[src/hw/rtl/srb_pkg.sv]
`default_nettype none
package srb_pkg;

	localparam int unsigned RX_DEPTH_DEF    = 256;
	localparam int unsigned TX_DEPTH_DEF    = 256;
	localparam int unsigned COUNT_WIDTH_DEF = 16;

	localparam int unsigned BYTE_W  = 8;
	localparam int unsigned LEVEL_W = 8;
	localparam int unsigned TOTAL_W = 16;

	localparam logic [2:0] OP_RECEIVE = 3'd0;
	localparam logic [2:0] OP_WRITE   = 3'd1;
	localparam logic [2:0] OP_READ    = 3'd2;
	localparam logic [2:0] OP_PEEK    = 3'd3;
	localparam logic [2:0] OP_PULL    = 3'd4;
	localparam logic [2:0] OP_CLEAR   = 3'd5;

	localparam logic [2:0] ERR_NONE    = 3'd0;
	localparam logic [2:0] ERR_BREAK   = 3'd1;
	localparam logic [2:0] ERR_OVERRUN = 3'd2;
	localparam logic [2:0] ERR_FRAMING = 3'd3;
	localparam logic [2:0] ERR_FULL    = 3'd4;

	localparam int unsigned CNT_BREAK   = 0;
	localparam int unsigned CNT_OVERRUN = 1;
	localparam int unsigned CNT_FRAMING = 2;
	localparam int unsigned CNT_RXFULL  = 3;
	localparam int unsigned CNT_TXFULL  = 4;
	localparam int unsigned NUM_CNT     = 5;

	typedef struct packed {
		logic push;
		logic rd;
		logic pop;
		logic clr;
	} ring_cmd_t;

	typedef struct packed {
		logic full;
		logic empty;
	} ring_stat_t;

	typedef struct packed {
		logic brk;
		logic ovr;
		logic frm;
		logic rx_full;
		logic tx_full;
		logic clr;
	} err_ev_t;

endpackage
`default_nettype wire

[src/hw/rtl/srb_ring.sv]
`default_nettype none
module srb_ring #(
	parameter int unsigned DEPTH = srb_pkg::RX_DEPTH_DEF
) (
	input  wire logic                        clk,
	input  wire logic                        arst_n,
	input  wire srb_pkg::ring_cmd_t          cmd,
	input  wire logic [srb_pkg::BYTE_W-1:0]  wr_data,
	output srb_pkg::ring_stat_t              stat,
	output logic [srb_pkg::BYTE_W-1:0]       rd_data,
	output logic [srb_pkg::LEVEL_W-1:0]      level
);

	localparam int unsigned AW = $clog2(DEPTH);
	localparam int unsigned LW = (AW > srb_pkg::LEVEL_W) ? AW : srb_pkg::LEVEL_W;

	logic [srb_pkg::BYTE_W-1:0] mem [DEPTH];
	logic [AW-1:0] put_q, get_q, put_nx, get_nx;
	logic [AW:0]   lvl_sum;
	logic [AW-1:0] lvl;
	logic [LW-1:0] lvl_wide;
	logic          push_ok, pop_ok, rd_ok;
	logic [srb_pkg::BYTE_W-1:0] rd_q;

	assign put_nx = (put_q == AW'(DEPTH - 1)) ? '0 : put_q + 1'b1;
	assign get_nx = (get_q == AW'(DEPTH - 1)) ? '0 : get_q + 1'b1;

	assign stat.full  = (put_nx == get_q);
	assign stat.empty = (put_q == get_q);

	assign push_ok = cmd.push && !stat.full;
	assign pop_ok  = cmd.pop && !stat.empty;
	assign rd_ok   = cmd.rd && !stat.empty;

	always_ff @(posedge clk or negedge arst_n) begin
		if (!arst_n) begin
			put_q <= '0;
			get_q <= '0;
		end else if (cmd.clr) begin
			put_q <= '0;
			get_q <= '0;
		end else begin
			if (push_ok)
				put_q <= put_nx;
			if (pop_ok)
				get_q <= get_nx;
		end
	end

	always_ff @(posedge clk) begin
		if (push_ok)
			mem[put_q] <= wr_data;
	end

	always_ff @(posedge clk) begin
		if (rd_ok)
			rd_q <= mem[get_q];
	end

	assign rd_data = rd_q;

	// wrap the distance when put has gone around past get
	assign lvl_sum = (put_q >= get_q) ? ((AW+1)'(put_q) - (AW+1)'(get_q))
	                                  : ((AW+1)'(put_q) + (AW+1)'(DEPTH) - (AW+1)'(get_q));
	assign lvl      = lvl_sum[AW-1:0];
	assign lvl_wide = LW'(lvl);
	assign level    = lvl_wide[srb_pkg::LEVEL_W-1:0];

endmodule
`default_nettype wire

[config.mk]
export PLATFORM = sky130hd
export DESIGN_NAME = srb_ring
export DESIGN_NICKNAME = d
export VERILOG_FILES = /design/src/hw/rtl/srb_pkg.sv /design/src/hw/rtl/srb_ring.sv
export SDC_FILE = /design/constraint.sdc
export NUM_CORES = 2
export LEC_CHECK = 0
export ABC_CLOCK_PERIOD_IN_PS = 4870
export BUFFER_PORTS_ARGS = -buffer_cell sky130_fd_sc_hd__buf_2
export CAP_MARGIN = 0
export CORE_MARGIN = 4
export CORE_UTILIZATION = 52
export CTS_CLUSTER_SIZE = 30
export DETAILED_ROUTE_END_ITERATION = 8
export PLACE_DENSITY = 0.72
export SLEW_MARGIN = 10
export SYNTH_ARGS = -nofsm -noshare
export SYNTH_HDL_FRONTEND = slang
export SYNTH_SLANG_ARGS = --single-unit
[constraint.sdc]
create_clock -name clk -period 4.87 [get_ports clk]
set_input_delay 0.974 -clock clk [delete_from_list [all_inputs] [get_ports clk]]
set_output_delay 0.974 -clock clk [all_outputs]
set_load 0.01 [all_outputs]
==> metrics.md <==
| Metric | Value |
|---|---|
| DP Wirelength | `132 mm` |
| Worst-Margin Slew | `1290 ps` |
| EDFF count, synth | `2056` |
| CTS tree | `built` |
| DRC | `0` |
| Gpl congestion | `0.886` |
| Share of cells above drive strength 1 | `22.9%` |
| CTS Root Cell | `clkbuf_16` |
| Synth Warn # | `0` |
| Synth async-reset ratio | `0.772%` |
| Cell count after synthesis | `4064` |
| Minimum clock period | `4730 ps` |
| Final Hold Fails | `0` |
| Synth cell count leaders | `2056 x edfxtp_1, 416 x mux4_2, 308 x nor2_1, 242 x mux2i_1, 93 x clkbuf_1` |
| Crit. Startpoint | `get_q[6]` |
| Std-Cell Rows | `145` |
| Gr usage total | `26.3%` |
| Fmax | `211 MHz` |
| Register area share after synthesis | `76.1%` |
| GRT Max-Usage Layer | `met2` |
| GR met3 Demand/Resource | `6.25%` |
| Area contributors post-synth | `edfxtp_1 76%, mux4_2 11%, mux2i_1 3.0%` |
| Routed Antenna Nets | `0` |
| Final Util | `58.5%` |
| Mapped Area | `81600 um2` |
| Layout Skew | `27.1 ps` |
| CP Capture Type | `output port` |
| Cts bufs inserted | `191` |
| CTS hold repair buffers | `0` |
| Worst hold-check path type | `primary input to asynchronous set/reset pin` |
| DRT Wirelength | `213 mm` |
| Mapped Nets | `4091` |
| Router iterations before antenna repair | `6` |
| Slew Limit Fails | `0` |
| Total core area | `156000 um2` |
| CTS resizes | `0` |
| Worst reg2reg path startpoint | `get_q[0]` |
| Die Span X | `404 um` |
| Synth top area share | `75.6%` |
| Post-CTS setup repair buffer count | `0` |
| Routed vias | `42900` |
| Area Overhead vs Synth | `12.0%` |
| Clock sink count | `2072` |
| GR met2 Demand/Resource | `39.5%` |
| Slowest cell on crit path | `dfrtp_1` |
| Clock buffer depth | `3` |
| Yosys top cell by area | `edfxtp_1` |
| PwrDens | `462 nW/um2` |
| GRT overflow | `0` |
| Synth Flop Type | `edfxtp_1` |
| # IOs | `32` |
| Nets | `4326` |
| Worst setup SP type | `flip-flop` |
| Initial Util | `52.3%` |
| Clk_lat worst skew | `820 ps` |
| Setup tns final | `0 ps` |
| DRT iter0 DRCs | `6640` |
| Reg-to-reg setup timing slack | `360 ps` |
| Critical path class | `flip-flop to output port` |
| Worst-path clk slew | `60 ps` |
| Worst reg2reg path depth | `9` |
| Die ar. | `163000 um2` |
| Critical path data required time | `3900 ps` |
| Number of max-cap violations | `0` |
| Synthesized flop and latch total | `2072` |
| Vias in the first global route | `41800` |
| Worst path top cell family by delay | `flip-flops` |
| Endpoints failing setup | `0` |
| Met1 usage | `37.9%` |
| Routed wire per std cell | `32.7 um` |
| Crit path buffers/inverters | `3` |
| Run status | `finished, final reports clean` |
| Crit Reg-Reg Endpoint | `rd_data[7]` |
| CTS H-Tree Depth | `4` |
| Most frequent cell after synthesis | `edfxtp_1` |
| Die height | `404 um` |
| IO Port Bufs | `31` |
| CP Max Fanout | `13` |
| First-pass GRT wire length | `307 mm` |
| Final period util | `97.1%` |
| Initial antenna violation count | `8` |
| Max-slew headroom | `12.0%` |
| RSZ-0062 raised after global routing | `false` |
| VDD IR max | `0.408 mV` |
| Largest net degree at the start of global routing | `156` |
| Syn_area_per_cell | `20.1 um2` |
| Synth unique cells | `71` |
| Critical-path cell list | `inv_1 > buf_4 > ha_1 > nand4_1 > nor3_1 > buf_2` |
| Leak pwr | `28.0 nW` |
| Worst Path Arrival | `3750 ps` |
| Via/cell ratio | `6.58` |
| Largest stage delay, worst path | `1010 ps` |
## logic make-up (layout without fill, tap and decap cells)
logic type | Yosys count | count (layout) | synth area share, %
AOI/OAI and AO/OA | 427 | 427 | 3.71
DFF | 2072 | 2072 | 76.1
muxes | 667 | 667 | 14.6
and+or+nand+nor | 597 | 597 | 3.30
other | 0 | 3 | 0
buffers and inverters | 271 | 669 | 1.91
adders and majority gates | 13 | 13 | 0.208
xor gates and xnor gates | 17 | 17 | 0.182
## worst max-delay path by stage
stage,to,slack (ps),cells past startpoint
finish,stat[0],140,6
global route,level[7],80,10
floorplan,level[7],1180,12
detailed placement,rd_data[7],440,9
CTS,level[7],180,10
global placement,rd_data[7],430,9
## routing by layer
| metal | vias to the layer above | part of all wire [%] |
|---|---|---|
| met1 | 22200 | 38 |
| met3 | 467 | 12 |
| li1 | 17300 | - |
| met2 | 2897 | 46 |
| met5 | - | 0.016 |
| met4 | 6 | 4.2 |
## power breakdown
part	switching [W]	internal (W)	leakage (nW)	total, W
Clock	0.00643	0.00824	3.00	0.0147
Sequential	0.000199	0.0197	18.7	0.0199
Combinational	0.00415	0.00352	6.32	0.00767
Total	0.0108	0.0315	28.0	0.0422
## cell usage in the layout, fill, tap and decap left out, types with 11 or more instances in the layout
| cell type | instances |
|---|---|
| clkinv_2 | 39 |
| a22oi_1 | 63 |
| ha_1 | 12 |
| o211ai_1 | 11 |
| buf_2 | 23 |
| nor3_1 | 45 |
| mux4_2 | 416 |
| clkbuf_16 | 195 |
| a221oi_1 | 81 |
| nor2_1 | 306 |
| nand4_1 | 16 |
| xnor2_1 | 13 |
| buf_4 | 241 |
| bufinv_16 | 17 |
| edfxtp_1 | 2056 |
| o31ai_1 | 12 |
| inv_1 | 14 |
| a31oi_1 | 20 |
| nand2_1 | 84 |
| nand3_1 | 48 |
| o21ai_0 | 61 |
| clkinv_1 | 54 |
| a21oi_1 | 73 |
| clkbuf_1 | 33 |
| nor2b_1 | 16 |
| buf_12 | 24 |
| o22ai_1 | 26 |
| mux2i_1 | 242 |
| nand2b_1 | 17 |
| and3_1 | 12 |
| dfrtp_1 | 11 |
## per-stage QoR
stage	hold slack (ps)	setup slack (ps)	cell area, um2	power [W]	cells
2_1_floorplan	643	1180	81600	0.0256	4064
3_3_place_gp	687	431	85300	0.0278	6164
3_5_place_dp	691	442	85300	0.0279	6164
4_1_cts	48.1	175	91400	0.0424	6520
5_1_grt	101	78.8	91400	0.0435	6521
6_report	96.3	141	91400	0.0422	6523
## state kept, by name (all words and copies together), names as in the netlist
signal	count
mem	2048
get_q	8
put_q	8
rd_data	8
## cell type report
| cell class | instances | area, um2 |
|---|---|---|
| antenna | 3 | 7.51 |
| clock buffer | 228 | 5000 |
| clock inverter | 128 | 1120 |
| fill | 10900 | 64800 |
| inverter | 17 | 66.3 |
| multi-input combinational | 1721 | 18000 |
| sequential | 2072 | 62200 |
| tap | 2058 | 2570 |
| timing repair buffer | 296 | 2510 |
(Power assumes the default switching activity.)
