[config.mk]
export PLATFORM = sky130hd
export DESIGN_NAME = srb_err
export DESIGN_NICKNAME = d
export VERILOG_FILES = /design/src/hw/rtl/srb_pkg.sv /design/src/hw/rtl/srb_err.sv
export SDC_FILE = /design/constraint.sdc
export NUM_CORES = 1
export LEC_CHECK = 0
export CORE_ASPECT_RATIO = 1.75
export CORE_MARGIN = 3
export CORE_UTILIZATION = 69
export DETAILED_ROUTE_END_ITERATION = 8
export DONT_BUFFER_PORTS = 1
export PLACE_DENSITY = 0.85
export SYNTH_ARGS = -nofsm -noshare
export SYNTH_HDL_FRONTEND = slang
export SYNTH_SLANG_ARGS = --single-unit
[constraint.sdc]
create_clock -name clk -period 2.95 [get_ports clk]
set_input_delay 0.295 -clock clk [delete_from_list [all_inputs] [get_ports clk]]
set_output_delay 0.295 -clock clk [all_outputs]
set_load 0.01 [all_outputs]
[src/hw/rtl/srb_pkg.sv]
`default_nettype none
package srb_pkg;

	localparam int unsigned RX_DEPTH_DEF    = 256;
	localparam int unsigned TX_DEPTH_DEF    = 256;
	localparam int unsigned COUNT_WIDTH_DEF = 16;

	localparam int unsigned BYTE_W  = 8;
	localparam int unsigned LEVEL_W = 8;
	localparam int unsigned TOTAL_W = 16;

	localparam logic [2:0] OP_RECEIVE = 3'd0;
	localparam logic [2:0] OP_WRITE   = 3'd1;
	localparam logic [2:0] OP_READ    = 3'd2;
	localparam logic [2:0] OP_PEEK    = 3'd3;
	localparam logic [2:0] OP_PULL    = 3'd4;
	localparam logic [2:0] OP_CLEAR   = 3'd5;

	localparam logic [2:0] ERR_NONE    = 3'd0;
	localparam logic [2:0] ERR_BREAK   = 3'd1;
	localparam logic [2:0] ERR_OVERRUN = 3'd2;
	localparam logic [2:0] ERR_FRAMING = 3'd3;
	localparam logic [2:0] ERR_FULL    = 3'd4;

	localparam int unsigned CNT_BREAK   = 0;
	localparam int unsigned CNT_OVERRUN = 1;
	localparam int unsigned CNT_FRAMING = 2;
	localparam int unsigned CNT_RXFULL  = 3;
	localparam int unsigned CNT_TXFULL  = 4;
	localparam int unsigned NUM_CNT     = 5;

	typedef struct packed {
		logic push;
		logic rd;
		logic pop;
		logic clr;
	} ring_cmd_t;

	typedef struct packed {
		logic full;
		logic empty;
	} ring_stat_t;

	typedef struct packed {
		logic brk;
		logic ovr;
		logic frm;
		logic rx_full;
		logic tx_full;
		logic clr;
	} err_ev_t;

endpackage
`default_nettype wire

[src/hw/rtl/srb_err.sv]
`default_nettype none
module srb_err #(
	parameter int unsigned COUNT_WIDTH = srb_pkg::COUNT_WIDTH_DEF
) (
	input  wire logic                     clk,
	input  wire logic                     arst_n,
	input  wire srb_pkg::err_ev_t         ev,
	output logic [2:0]                    first_error,
	output logic [srb_pkg::TOTAL_W-1:0]   totals [srb_pkg::NUM_CNT]
);

	localparam int unsigned XW = (COUNT_WIDTH > srb_pkg::TOTAL_W) ? COUNT_WIDTH
	                                                              : srb_pkg::TOTAL_W;

	logic [COUNT_WIDTH-1:0] cnt_q [srb_pkg::NUM_CNT];
	logic [srb_pkg::NUM_CNT-1:0] bump;
	logic [2:0] err_q, err_code;
	logic [XW-1:0] cnt_wide [srb_pkg::NUM_CNT];

	assign bump[srb_pkg::CNT_BREAK]   = ev.brk;
	assign bump[srb_pkg::CNT_OVERRUN] = ev.ovr;
	assign bump[srb_pkg::CNT_FRAMING] = ev.frm;
	assign bump[srb_pkg::CNT_RXFULL]  = ev.rx_full;
	assign bump[srb_pkg::CNT_TXFULL]  = ev.tx_full;

	// line errors take precedence over the full drop in the same transfer
	always_comb begin
		if (ev.brk)
			err_code = srb_pkg::ERR_BREAK;
		else if (ev.ovr)
			err_code = srb_pkg::ERR_OVERRUN;
		else if (ev.frm)
			err_code = srb_pkg::ERR_FRAMING;
		else if (ev.rx_full)
			err_code = srb_pkg::ERR_FULL;
		else
			err_code = srb_pkg::ERR_NONE;
	end

	always_ff @(posedge clk or negedge arst_n) begin
		if (!arst_n)
			err_q <= srb_pkg::ERR_NONE;
		else if (err_q == srb_pkg::ERR_NONE)
			err_q <= err_code;
	end

	for (genvar i = 0; i < srb_pkg::NUM_CNT; i++) begin : g_cnt
		always_ff @(posedge clk or negedge arst_n) begin
			if (!arst_n)
				cnt_q[i] <= '0;
			else if (ev.clr)
				cnt_q[i] <= '0;
			else if (bump[i] && (cnt_q[i] != '1))
				cnt_q[i] <= cnt_q[i] + 1'b1;
		end
		assign cnt_wide[i] = XW'(cnt_q[i]);
		assign totals[i]   = cnt_wide[i][srb_pkg::TOTAL_W-1:0];
	end

	assign first_error = err_q;

endmodule
`default_nettype wire

==> summary.md, run 1 <==
| Metric | Value |
|---|---|
| Max Cap Viol | 0 |
| CTS Buffer Depth | 2 |
| Starting DRT DRC Count | 400 |
| H-tree depth | 3 |
| Register bit total from synthesis | 83 |
| Source of the critical timing path | totals[64]$_DFFE_PN0P_ |
| Min-Delay Startpoint | ev[5] |
| CTS root buffer | clkbuf_8 |
| Critical Path Source Type | flop |
| Routed wl met2 | around 6200 um |
| Worst slew pin tran | 0.7792 ns |
| Port bufs | 0 |
| Setup CP Type | reg -> reg |
| Fmax | 0.4394 GHz |
| RSZ-0062 raised after global routing | no |
| Area share of the largest cell type after synthesis | 45.65% |
| Clk slew on worst S/H paths | 0.09 ns |
| Yosys top cell by area | dfrtp_1 |
| Status | completed |
| Leakage power | 1.863 nW |
| CTS tree | built |
| Die Ht | 113.4 um |
| Clock Sinks | 83 |
| Comb pwr share | 4.9% |
| Cell Int Power | between 0.0015 and 0.002 W |
| Detailed Route WL | 11,600 um |
| Mean cell area of the mapped netlist | 9.284 um^2 |
| Worst vdd ir | 381.1 uV |
| Synth unique cells | 50 |
| DRT met1 WL | 4411 um |
| Seq/Total Area, Yosys | a little under half |
| Number of buffers created by CTS | 9 |
| Synth top area cells | dfrtp_1 46%, a21oi_1 5.5%, nand4_1 4.3% |
| Worst Path Max Fanout | 10 |
| Final Non-Filler Cells | 573 |
| Final HPWL DP | 7652 um |
| Clock Power Share | 38.8% |
| Die width | 67.38 um |
| Total Power | 0.002099 W |
| Sequential power share | 56.3% |
| Worst Clk Skew | between 0.01 and 0.015 ns |
| Final setup viols | 0 |
| Gpl congestion | 0.8970 |
| Hold Violations, Final | 0 |
| Min Tclk post-route | 2.276 ns |
| Worst EP arrival | 2.52 ns |
| Setup TNS | 0 ns |
| Fin nets | 501 |
| Post-route DRC | 0 |
| Asr flop ratio synth | 100.0% |
| Drt via density | 7.112 |
| Most frequent cell after synthesis | dfrtp_1 |
| Crit path capture | totals[77]$_DFFE_PN0P_ |
| Worst r2r src | totals[64]$_DFFE_PN0P_ |
| Worst EP required | 3.19 ns |
| Post-synth top flop | dfrtp_1 |
| Core area | 6276 um^2 |
| Syn_nets | 503 |
| Routed Antenna Nets | 0 |
| Die area | 7642 um^2 |
| Cells after DPL | between 500 and 600 |
| TritonRoute pass-1 iters | 6 |
| Worst Hold Class | in -> reg |
| Placed instance area | ~4600 um^2 |
| Switch share | around a quarter |
| Top Ports | 91 |
| Fin crit share | 77.15% |
| Share of cells above drive strength 1 | 8.519% |
| Layout area overhead | 6.766% |
| Core Rows | 38 |
| Routed wl met3 | between 600 and 700 um |
| R2R Path End | totals[77]$_DFFE_PN0P_ |
| P per Cell Area | 432.1 nW/um^2 |
| First-pass GRT wire length | 18,990 um |
| P_sw | 0.0005136 W |
| Grt ovf | 0 |
| GR Util All Layers | a little under a third |
| R2R depth | 5 |
| Initial core utilization | around 72% |
| Fin area | 4857 um^2 |
| ANT cells | 0 |
| Relative slew slack | 47.37% |
| Ys Warns | 0 |
| Max-slew violation count | 0 |
| Max layer used | met4 |
| Largest net degree at the start of global routing | 84 |
| Post-synthesis cell count | 490 |
| Routed vias | 4,075 |
| Initial antenna violation count | 0 |
| Clock Latency Late Sink | 0.36 ns |
| CP Capture Type | flop |
| EDFF count, synth | 0 |
| Netlist Area Pre-Place | around 4500 um^2 |
| Post-synth top cells | 83 x dfrtp_1, 50 x a21oi_1, 31 x nand4_1 |
| Wire per inst | 20.25 um |
| Vias in the first global route | 4,134 |
| Hold WS | 0.02368 ns |
| Register-to-register setup slack | 0.67 ns |
[cell usage in the layout (no fill, tap or decap), types with 3 or more instances in the layout]
cell type,instances
a211oi_1,3
a21oi_1,50
a31oi_1,7
and2_1,3
and3_1,7
and4_1,5
buf_4,3
clkbuf_8,13
dfrtp_1,83
ha_1,5
inv_1,19
mux2_2,4
mux2i_1,8
nand2_1,26
nand3_1,25
nand4_1,31
nor2_1,27
nor2b_1,6
nor3_1,18
nor4_1,8
o21ai_0,29
o31ai_1,18
o41ai_1,6
o41ai_2,3
or2_2,3
or3_1,27
or4_1,18
xor2_1,5
[registers in the layout, indices dropped and copies added (netlist names)]
| name | count |
|---|---|
| totals | 80 |
| first_error | 3 |
[worst min path at each step]
stage                                  to  slack [ns]  cells after the start
6_report       first_error[1]$_DFFE_PN0N_        0.02                      1
5_1_grt        first_error[1]$_DFFE_PN0N_       0.006                      1
4_1_cts        first_error[1]$_DFFE_PN0N_       0.009                      1
3_5_place_dp       totals[30]$_DFFE_PN0P_       0.001                      0
3_3_place_gp       totals[30]$_DFFE_PN0P_       0.001                      0
2_1_floorplan  first_error[0]$_DFFE_PN0N_     -0.0006                      0
[worst max-delay path, stage by stage, from the launching register on]
cell	delay, ns
dfrtp_1	0.48
ha_1	0.29
nand4_1	0.22
nor4_2	0.70
nor4_1	0.17
mux2_2	0.31
[power by group through the flow]
stage	clock network [W]	logic, W	registers, W
floorplan	0	0.0000596	0.00120
global placement	0	0.0000527	0.00120
detailed placement	0	0.0000560	0.00120
CTS	0.000825	0.000105	0.00118
global route	0.000869	0.000117	0.00118
finish	0.000814	0.000104	0.00118
[final cells by class]
cell class / count / area [um^2]
clock inverter: 3 / 18.77
sequential: 83 / 2077
tap: 80 / 100.1
clock buffer: 13 / 178.9
multi-input combinational: 368 / 2313
timing repair buffer: 7 / 97.59
fill: 456 / 1419
inverter: 19 / 71.32
[routing by layer]
layer	track usage, %	up-vias
met5	0	-
met1	36.05	1989
met2	54.14	161
met4	14.91	0
met3	8.276	28
li1	-	1897
[through the flow]
step,utilization [%],setup slack [ns]
after floorplan,-,1.018
after global placement,73.05,0.8845
after detailed placement,73.05,0.7859
after CTS,77.39,0.7576
after global routing,77.39,0.5151
final,77.39,0.6741
[what timing repair did]
item,in CTS,in global routing
gates resized for setup,0,0
endpoints found under the setup margin,0,0
buffers inserted,0,0
endpoints found under the hold margin,146,0
hold buffers,4,0
[logic make-up after synthesis]
group / share of synthesized area, %
muxes: 2.750
buffers and inverters: 3.493
AOI/OAI and AO/OA: 18.18
adders and majority gates: 1.375
xor gates and xnor gates: 0.9626
and+or+nand+nor: 27.59
DFF: 45.65
Power figures use the tool's default switching activity.
==> inputs of run 2 (changes only) <==
--- a/config.mk
+++ b/config.mk
@@ -7,10 +7,10 @@
 export LEC_CHECK = 0
 export CORE_ASPECT_RATIO = 1.75
 export CORE_MARGIN = 3
-export CORE_UTILIZATION = 69
+export CORE_UTILIZATION = 64
 export DETAILED_ROUTE_END_ITERATION = 8
 export DONT_BUFFER_PORTS = 1
-export PLACE_DENSITY = 0.85
+export PLACE_DENSITY = 0.8
 export SYNTH_ARGS = -nofsm -noshare
 export SYNTH_HDL_FRONTEND = slang
 export SYNTH_SLANG_ARGS = --single-unit
==> constraint.sdc (replaced) <==
create_clock -name clk -period 2.2 [get_ports clk]
set_input_delay 0.22 -clock clk [delete_from_list [all_inputs] [get_ports clk]]
set_output_delay 0.22 -clock clk [all_outputs]
set_load 0.01 [all_outputs]
==> summary.md, run 2 (synthesis gave the netlist of run 1 again) <==
| Metric | Value |
|---|---|
| Worst r2r src | totals[16]$_DFFE_PN0P_ |
| Leakage power | 2.005 nW (+7.6%) |
| Max Cap Viol | 0 (unchanged) |
| Status | completed |
| Sequential power share | 48.7% (-7.6 points) |
| Drt via density | 7.035 (-1.1%) |
| Clk slew on worst S/H paths | 0.06 ns (-0.03 ns) |
| CP Capture Type | flop |
| Met1 global-route usage | 31.91% (-4.1 points) |
| Die width | 69.74 um (+3.5%) |
| R2R Path End | totals[25]$_DFFE_PN0P_ |
| Commonest non-fill, non-tap cells in the layout | 83 x dfrtp_1, 50 x a21oi_1, 31 x nand4_1, 29 x o21ai_0 |
| Cts repair resizes | 0 (unchanged) |
| Fin nets | 522 (+4.2%) |
| Worst vdd ir | 469.2 uV (+23%) |
| Most common cell after layout, fill and taps aside | dfrtp_1 |
| Number of buffers created by CTS | 9 (unchanged) |
| Die area | 8196 um^2 (+7.3%) |
| Detailed Route WL | 12,010 um (+3.5%) |
| Final setup viols | 0 (unchanged) |
| H-tree depth | 3 (unchanged) |
| First-pass GRT wire length | 20,120 um (+6.0%) |
| CTS tree | built |
| Largest register FFs | 80 (unchanged) |
| Setup TNS | 0 ns (unchanged) |
| Vias in the first global route | 4,252 (+2.9%) |
| Grt met2 use | 52.81% (-1.3 points) |
| Initial antenna violation count | 0 (unchanged) |
| GR Util All Layers | 30.05% (-1.7 points) |
| P per Cell Area | 632.7 nW/um^2 (+46%) |
| Placed instance area | 4732 um^2 (+3.2%) |
| Fmax | 0.5041 GHz (+15%) |
| Switch share | 22.22% (-2.3 points) |
| Relative slew slack | 57.22% (+9.8 points) |
| Setup CP Type | reg -> reg |
| Largest net degree at the start of global routing | 84 (unchanged) |
| Total Power | 0.003234 W (+54%) |
| Critical Path Source Type | flop |
| Cell Int Power | 0.002516 W (+59%) |
| Gpl congestion | 0.8848 (-1.4%) |
| Worst Path Max Fanout | 7 (-3) |
| Most Crowded Layer GR | met2 |
| TritonRoute pass-1 iters | 4 (-2) |
| Clock Sinks | 83 (unchanged) |
| Final HPWL DP | 8188 um (+7.0%) |
| Clock Power Share | 46.1% (+7.3 points) |
| Starting DRT DRC Count | 261 (-35%) |
| ANT cells | 0 (unchanged) |
| Source of the critical timing path | totals[16]$_DFFE_PN0P_ |
| Met3 usage | 9.915% (+1.6 points) |
| Top Ports | 91 (unchanged) |
| Routed vias | 4,207 (+3.2%) |
| Post-route DRC | 0 (unchanged) |
| Comb pwr share | 5.3% (+0.4 points) |
| Worst Clk Skew | 0.004796 ns (-0.007153 ns) |
| Worst Hold Class | in -> reg |
| Worst EP required | 2.47 ns (-0.72 ns) |
| Wire per inst | 20.08 um (-0.83%) |
| Share of cells above drive strength 1 | 11.48% (+3.0 points) |
| Max-slew violation count | 0 (unchanged) |
| Fin crit share | 90.17% (+13 points) |
| Grt ovf | 0 (unchanged) |
| Layout area overhead | 12.35% |
| P_sw | 0.0007185 W (+40%) |
| Core area | 6907 um^2 (+10%) |
| Clock Latency Late Sink | 0.34 ns (-0.02 ns) |
| Port bufs | 0 (unchanged) |
| Die Ht | 117.5 um (+3.6%) |
| R2R depth | 7 (+2) |
| Hold Violations, Final | 0 (unchanged) |
| Fin area | 5111 um^2 (+5.2%) |
| Register-to-register setup slack | 0.22 ns (-0.46 ns) |
| Worst EP arrival | 2.25 ns (-0.27 ns) |
| Worst slew pin tran | 0.6359 ns (-0.1433 ns) |
| CTS Buffer Depth | 2 (unchanged) |
| Initial core utilization | 65.87% (-6.6 points) |
| FILL cells | 502 (+10%) |
| CTS root buffer | clkbuf_16 |
| RSZ-0062 raised after global routing | no |
| Core Rows | 40 (+5.3%) |
| Routed Antenna Nets | 0 (unchanged) |
| Crit path capture | totals[25]$_DFFE_PN0P_ |
| Min Tclk post-route | 1.984 ns (-0.2922 ns) |
-- run 2: cell count changes in the layout (fill, tap and decap cells not counted) --
cell | before | now
clkbuf_16 | 0 | 9
clkbuf_1 | 0 | 4
clkinv_2 | 2 | 1
buf_4 | 3 | 24
clkbuf_8 | 13 | 1
inv_6 | 1 | 0
bufinv_16 | 0 | 1
-- run 2: how the worst min path moves through the flow --
stage / from / depth (start not counted) / end / slack (ns)
after floorplan: arst_n / 0 / first_error[0]$_DFFE_PN0N_ / -0.08
after global placement: arst_n / 0 / totals[22]$_DFFE_PN0P_ / -0.07
after detailed placement: arst_n / 0 / totals[22]$_DFFE_PN0P_ / -0.07
after CTS: ev[0] / 2 / totals[12]$_DFFE_PN0P_ / 0.009
after global routing: ev[0] / 2 / totals[12]$_DFFE_PN0P_ / 0.02
final: ev[0] / 2 / totals[12]$_DFFE_PN0P_ / 0.01
-- run 2: through the flow --
stage,setup slack [ns],util [%],hold WS (ns),instances
finish,0.2163,74.00,0.01111,598
global placement,0.2957,68.51,-0.07389,576
floorplan,0.2681,-,-0.07559,490
global route,0.06795,74.00,0.02104,598
CTS,0.2236,73.79,0.008699,596
detailed placement,0.2443,68.51,-0.07384,576
-- run 2: power groups by stage --
| stage | Sequential, W | Combinational, W | Clock [W] |
|---|---|---|---|
| 2_1_floorplan | 0.00161 | 0.0000800 | 0 |
| 3_3_place_gp | 0.00160 | 0.0000994 | 0 |
| 3_5_place_dp | 0.00160 | 0.000105 | 0 |
| 4_1_cts | 0.00157 | 0.000172 | 0.00151 |
| 5_1_grt | 0.00158 | 0.000188 | 0.00157 |
| 6_report | 0.00157 | 0.000170 | 0.00149 |
-- run 2: area by class of cell --
type                            instances  area, um^2  share of cell area, %
Clock buffer                           14       254.0                  4.969
Tap cell                               84       105.1                  2.056
Inverter                               19       71.32                  1.395
Multi-Input combinational cell        368        2313                  45.26
Sequential cell                        83        2077                  40.64
Timing Repair Buffer                   28       255.2                  4.994
Clock inverter                          2       35.03                 0.6854
-- run 2: timing repair --
action                                 CTS  global route
setup endpoints to repair                0             1
hold buffers                             4             0
endpoints found under the hold margin  152             0
setup buffers                            0             2
-- run 2: metal layers --
layer | share of wire, % | vias up
li1 | - | 1933
met1 | 35 | 2072
met2 | 55 | 174
met3 | 7.5 | 28
met4 | 2.8 | 0
met5 | 0 | -
-- run 2: critical path, stage by stage (launching register included) --
cell and delay, ns:
dfrtp_1 0.48, ha_1 0.29, nand4_1 0.15, nor4_4 0.07, buf_4 0.17, buf_4 0.14, or4_1 0.47, a21oi_1 0.15
